--- src/rtl/core/dlm_pkg.sv ---
// ----------------------------------------------------------------------------
// dlm_pkg
// Shared types, constants and digit arithmetic helpers for the decimal long
// multiplier.
// ----------------------------------------------------------------------------
package dlm_pkg;

   localparam int OPERAND_DIGITS  = 8;
   localparam int PRODUCT_COLUMNS = 16;
   localparam int DIGIT_W         = 4;
   localparam int RADIX           = 10;
   localparam int DIGIT_MAX       = RADIX - 1;
   localparam int OPERAND_W       = 32;
   localparam int PRODUCT_W       = PRODUCT_COLUMNS * DIGIT_W;

   // largest raw column sum and the bounds after each normalizing pass
   localparam int COL_MAX = OPERAND_DIGITS * DIGIT_MAX * DIGIT_MAX;
   localparam int COL_W   = $clog2(COL_MAX + 1);
   localparam int V1_MAX  = DIGIT_MAX + COL_MAX / RADIX;
   localparam int V1_W    = $clog2(V1_MAX + 1);
   localparam int V2_MAX  = DIGIT_MAX + V1_MAX / RADIX;
   localparam int V2_W    = $clog2(V2_MAX + 1);
   localparam int V3_MAX  = DIGIT_MAX + V2_MAX / RADIX;
   localparam int V3_W    = $clog2(V3_MAX + 1);

   // reciprocal for divide by ten, exact for values below 1029
   localparam int DIV10_MUL   = 205;
   localparam int DIV10_SHIFT = 11;
   localparam int DIV10_W     = COL_W + 8;

   typedef logic [PRODUCT_COLUMNS-1:0][COL_W-1:0] col_sum_array_type;

   typedef struct packed {
      logic [OPERAND_W-1:0] multiplicand_digits;
      logic [OPERAND_W-1:0] multiplier_digits;
      logic                 multiplicand_negative;
      logic                 multiplier_negative;
   } dlm_req_type;

   typedef struct packed {
      logic [PRODUCT_W-1:0] product_digits;
      logic                 product_negative;
      logic                 bad_digit;
   } dlm_rsp_type;

   typedef struct packed {
      col_sum_array_type sums;
      logic              product_negative;
      logic              bad_digit;
   } dlm_cols_type;

   function automatic logic [COL_W-1:0] div10(input logic [COL_W-1:0] x);
      logic [DIV10_W-1:0] prod;
      prod = DIV10_W'(x) * DIV10_W'(DIV10_MUL);
      return COL_W'(prod >> DIV10_SHIFT);
   endfunction

   function automatic logic [DIGIT_W-1:0] mod10(input logic [COL_W-1:0] x);
      logic [COL_W-1:0] q;
      q = div10(x);
      return DIGIT_W'(x - COL_W'(q * COL_W'(RADIX)));
   endfunction

endpackage

--- src/rtl/core/dlm_column_sum.sv ---
// ----------------------------------------------------------------------------
// dlm_column_sum
// Digit-by-digit partial products summed per product column, plus digit
// check and sign of the product.
// ----------------------------------------------------------------------------
module dlm_column_sum (
   input  dlm_pkg::dlm_req_type  req,
   output dlm_pkg::dlm_cols_type cols
);
   import dlm_pkg::*;

   logic [OPERAND_DIGITS-1:0][DIGIT_W-1:0] a_dig;
   logic [OPERAND_DIGITS-1:0][DIGIT_W-1:0] b_dig;
   col_sum_array_type                      sums;
   logic                                   bad;

   always_comb begin
      bad  = 1'b0;
      sums = '0;
      for (int i = 0; i < OPERAND_DIGITS; i++) begin
         a_dig[i] = req.multiplicand_digits[i*DIGIT_W +: DIGIT_W];
         b_dig[i] = req.multiplier_digits[i*DIGIT_W +: DIGIT_W];
         if (a_dig[i] > DIGIT_W'(DIGIT_MAX) || b_dig[i] > DIGIT_W'(DIGIT_MAX)) begin
            bad = 1'b1;
         end
      end
      for (int i = 0; i < OPERAND_DIGITS; i++) begin
         for (int j = 0; j < OPERAND_DIGITS; j++) begin
            sums[i+j] = sums[i+j] + COL_W'(a_dig[i]) * COL_W'(b_dig[j]);
         end
      end
   end

   // product is zero exactly when one magnitude is zero
   assign cols.sums             = sums;
   assign cols.bad_digit        = bad;
   assign cols.product_negative = (req.multiplicand_negative ^ req.multiplier_negative)
                                  & (|a_dig) & (|b_dig) & ~bad;

endmodule

--- config.mk ---
export PLATFORM = sky130hd
export DESIGN_NAME = dlm_column_sum
export DESIGN_NICKNAME = d
export VERILOG_FILES = /design/src/rtl/core/dlm_pkg.sv /design/src/rtl/core/dlm_column_sum.sv
export SDC_FILE = /design/constraint.sdc
export NUM_CORES = 2
export LEC_CHECK = 0
export ABC_AREA = 1
export BUFFER_PORTS_ARGS = -buffer_cell sky130_fd_sc_hd__buf_2
export CAP_MARGIN = 20
export CELL_PAD_IN_SITES_DETAIL_PLACEMENT = 0
export CELL_PAD_IN_SITES_GLOBAL_PLACEMENT = 1
export CORE_ASPECT_RATIO = 0.6
export CORE_MARGIN = 3
export CORE_UTILIZATION = 50
export DETAILED_ROUTE_END_ITERATION = 10
export GPL_TIMING_DRIVEN = 0
export PLACE_DENSITY = 0.88
export REMOVE_ABC_BUFFERS = 1
export SYNTH_ARGS = -nofsm -noshare
export SYNTH_HDL_FRONTEND = slang
export SYNTH_SLANG_ARGS = --single-unit
--- constraint.sdc ---
create_clock -name vclk -period 18.37
set_input_delay 3.674 -clock vclk [all_inputs]
set_output_delay 3.674 -clock vclk [all_outputs]
set_load 0.005 [all_outputs]
======== Word level (Yosys, flattened, before mapping) ========
Cells that the tools add are included.
word-level totals
  bits in registers ....................... 0
  bits of input ports ..................... 66
  output and inout bits ................... 162
  word-level logic and storage cells ...... 152
cells by class
  add/subtract/negate cells ............... 49
  $mul .................................... 64
  $lt $le $gt $ge ......................... 16
  mux-type cells .......................... 8
  bitwise operators ....................... 5
  reductions and logical operators ........ 10
operator list
  kind                                         count
  4-bit by 4-bit multiplier with 8-bit output  64
  10-bit by 8-bit adder with 10-bit output     25
  8-bit by 8-bit adder with 9-bit output       13
  9-bit by 8-bit adder with 10-bit output      11
  4-bit > comparator (second input constant)   16
  32-bit OR reduction                          2
  1-bit logical OR                             8
  1-bit 2-to-1 mux                             8
  1-bit bitwise AND                            3
  1-bit NOT                                    1
  1-bit bitwise XOR                            1

======== Logic depth before layout (Yosys ltp) ========
  depth in word-level cells ............... 12
  gate-level depth with buffers ........... 25
  mapped depth without buffers ............ 23

======== Worst setup path after synthesis ========
No wires, ideal clock.
  kind .................................... input -> output
  start point ............................. input port req[32] in the netlist's numbering
  end point ............................... output port cols[80] in the netlist's numbering
  arrival ................................. 9296 ps
  required time ........................... 14696 ps
  path slack .............................. 5400 ps
  cell stages on the path ................. 22
  buffers on the path ..................... 2
  cells stage by stage .................... clkbuf_1 -> clkbuf_1 -> nand2_1 -> fa_1 -> inv_1 -> fa_1 -> inv_1 -> fa_1 -> fa_1 -> inv_1 -> fa_1 -> fa_1 -> inv_1 -> fa_1 -> inv_1 -> fa_1 -> inv_1 -> fa_1 -> inv_1 -> nand4_1 -> nand3_1 -> xor2_1
RTL lines
  what         RTL line             RTL
  from (decl)  dlm_column_sum.sv:7  input dlm_pkg::dlm_req_type req,
  to (decl)    dlm_column_sum.sv:8  output dlm_pkg::dlm_cols_type cols

==> impl_metrics.toml <==
[grt]
grt_overflow_total = 0
grtUsageMet2 = 0.421
antenna_found_initial = 2
gr-max-usage-layer = "met2"
grt_pass1_wl_microns = 169000
grt_pass1_vias = 29800
grt_max_degree = 35
grtUsageMet1 = 0.418
grt_usage = 0.277
met3_usage = 0.0494

[drt]
drt-total-wl_microns = 105000
drc = 0
drt_iter0_drc = 2333
vias = 29000
vias_per_cell = 4.83
detail-route-antenna-nets = 0
wl_per_cell_microns = 17.5
drt_pass1_iterations = 5

[outcome]
status = "completed"

[finish]
n_sequential_cell = 0
final_util = 0.529
regArea_sq_um = 0
diodes = 0
layout-drive-gt1-share = 0.0499
n_clock_buffer = 0
syn_to_final_growth_pct = 4.01
num-nets-final = 6443

[setup_path]
cp-start-kind = "primary input"
worstSetupPathType = "primary input to output pin"
cp-end-kind = "output pin"
required_ns = 14.70
worst-path-max-fanout = 34
worstPathArrival_ns = 10.22

[sta]
hold_viol_final = 0
setup_violations = 0
rsz0062_at_grt = "no"
min_period_ns = 13.90
max_freq_mhz = 72.0
min_period_over_period = 0.757
maxSlewViolCount = 0
max-slew-margin-rel = 0.172
finalSetupTns_ns = 0
tightest_slew_ns = 1.24

[synthesis]
synth_area_leader_cell = "fa_1"
netlist_instances = 5048
ys_seq_area_frac = 0
synth.avg_cell_area_sq_um = 7.46
yosysWarningCount = 0
synth.area.top_cells = "fa_1 42%, ha_1 19%, inv_1 19%"
synthesis.area_sq_um = 37600
ys_types = 28
synth_top_area_share = 0.418

[floorplan]
die_w_microns = 360
rows = 77
initial_core_util = 0.508
die_h_microns = 219
die_area_sq_um = 78700
core_region_area_sq_um = 74100
io_pins = 228

[place]
place.gp.congestion = 0.850
io_buffers = 212
hpwl_microns = 72700

[hold_path]
min_path_type = "primary input to output pin"

[clock_tree]
holdBufCountCts = 0
cts_resized = 0
postCtsSetupRepairBufs = 0

[job]
cap_violations = 0
## path summary, 6_finish.rpt
check / endpoint / startpoint / cells after the start
worst max-delay path: cols[80] / req[32] / 22
worst min-delay path: cols[1] / req[1] / 5
## logic make-up after synthesis
| kind of cell | Yosys count | synth area share |
|---|---|---|
| buf+inv | 2211 | 0.222 |
| fa+ha+maj | 1361 | 0.609 |
| simple gates | 1289 | 0.133 |
| compound gates | 101 | 0.0160 |
| xor+xnor | 85 | 0.0198 |
| other cells | 1 | 0.0000996 |
## metal layers
| layer | vias up | part of all wire |
|---|---|---|
| met5 | - | 0.00075 |
| met4 | 4 | 0.011 |
| met3 | 90 | 0.10 |
| met2 | 1263 | 0.43 |
| met1 | 14000 | 0.46 |
| li1 | 13700 | - |
## synth_stat cells (17+ instances only)
| master | instances |
|---|---|
| fa_1 | 787 |
| xor2_1 | 61 |
| nand3_1 | 44 |
| xnor2_1 | 24 |
| inv_1 | 1901 |
| nor2_1 | 40 |
| clkbuf_1 | 254 |
| nand4_1 | 31 |
| nand2_1 | 1166 |
| a21oi_1 | 42 |
| ha_1 | 574 |
| a31oi_1 | 23 |
| buf_4 | 17 |
| inv_2 | 26 |
## cell usage in the layout, fill, tap and decap left out
cell type  Yosys  final
nor2_1        40     40
nand3b_1       1      1
nand2_1     1166   1166
ha_1         574    574
buf_16         0      2
or2_1          2      2
o21ai_0        3      3
xnor2_1       24     24
nand4_1       31     31
a21oi_1       42     42
o21ai_1        6      6
xor2_1        61     61
buf_12         0     10
clkinv_1      11     11
and2_1         2      2
conb_1         1     16
a31oi_1       23     23
o211ai_1       2      2
o21bai_1      16     16
nand3_1       44     44
fa_1         787    787
nor3_1         2      2
and2_0         1      1
inv_1       1901   1901
a21o_1         9      9
buf_2          0    212
inv_2         26     26
## critical path, cell delays in order
cell     delay, ns
buf_2         0.80
nand2_1       0.19
fa_1          0.58
inv_1         0.05
fa_1          0.48
inv_1         0.05
fa_1          0.46
fa_1          0.55
inv_1         0.05
fa_1          0.49
fa_1          0.54
inv_1         0.05
fa_1          0.48
inv_1         0.05
fa_1          0.50
inv_1         0.06
fa_1          0.39
inv_1         0.11
nand4_1       0.11
nand3_1       0.11
xor2_1        0.24
buf_2         0.16
## stage by stage
step	setup WS, ns	cell area [sq um]	cells	hold slack (ns)
2_1_floorplan	5.94	36600	4790	7.42
3_3_place_gp	4.50	38900	5989	7.87
3_5_place_dp	4.43	39000	5991	7.87
4_1_cts	4.41	39000	5991	7.87
5_1_grt	4.17	39200	6001	7.86
6_report	4.47	39200	6001	7.86
## layout make-up
type | instances | area, sq um
Timing Repair Buffer | 224 | 1320
Tap cell | 987 | 1230
Inverter | 1938 | 7270
Multi-Input combinational cell | 2852 | 29300
Fill cell | 7215 | 34900
Power is left out: the tool's default activity adds up to more than one toggle a clock period on the data nets, which glitch-free logic cannot reach.
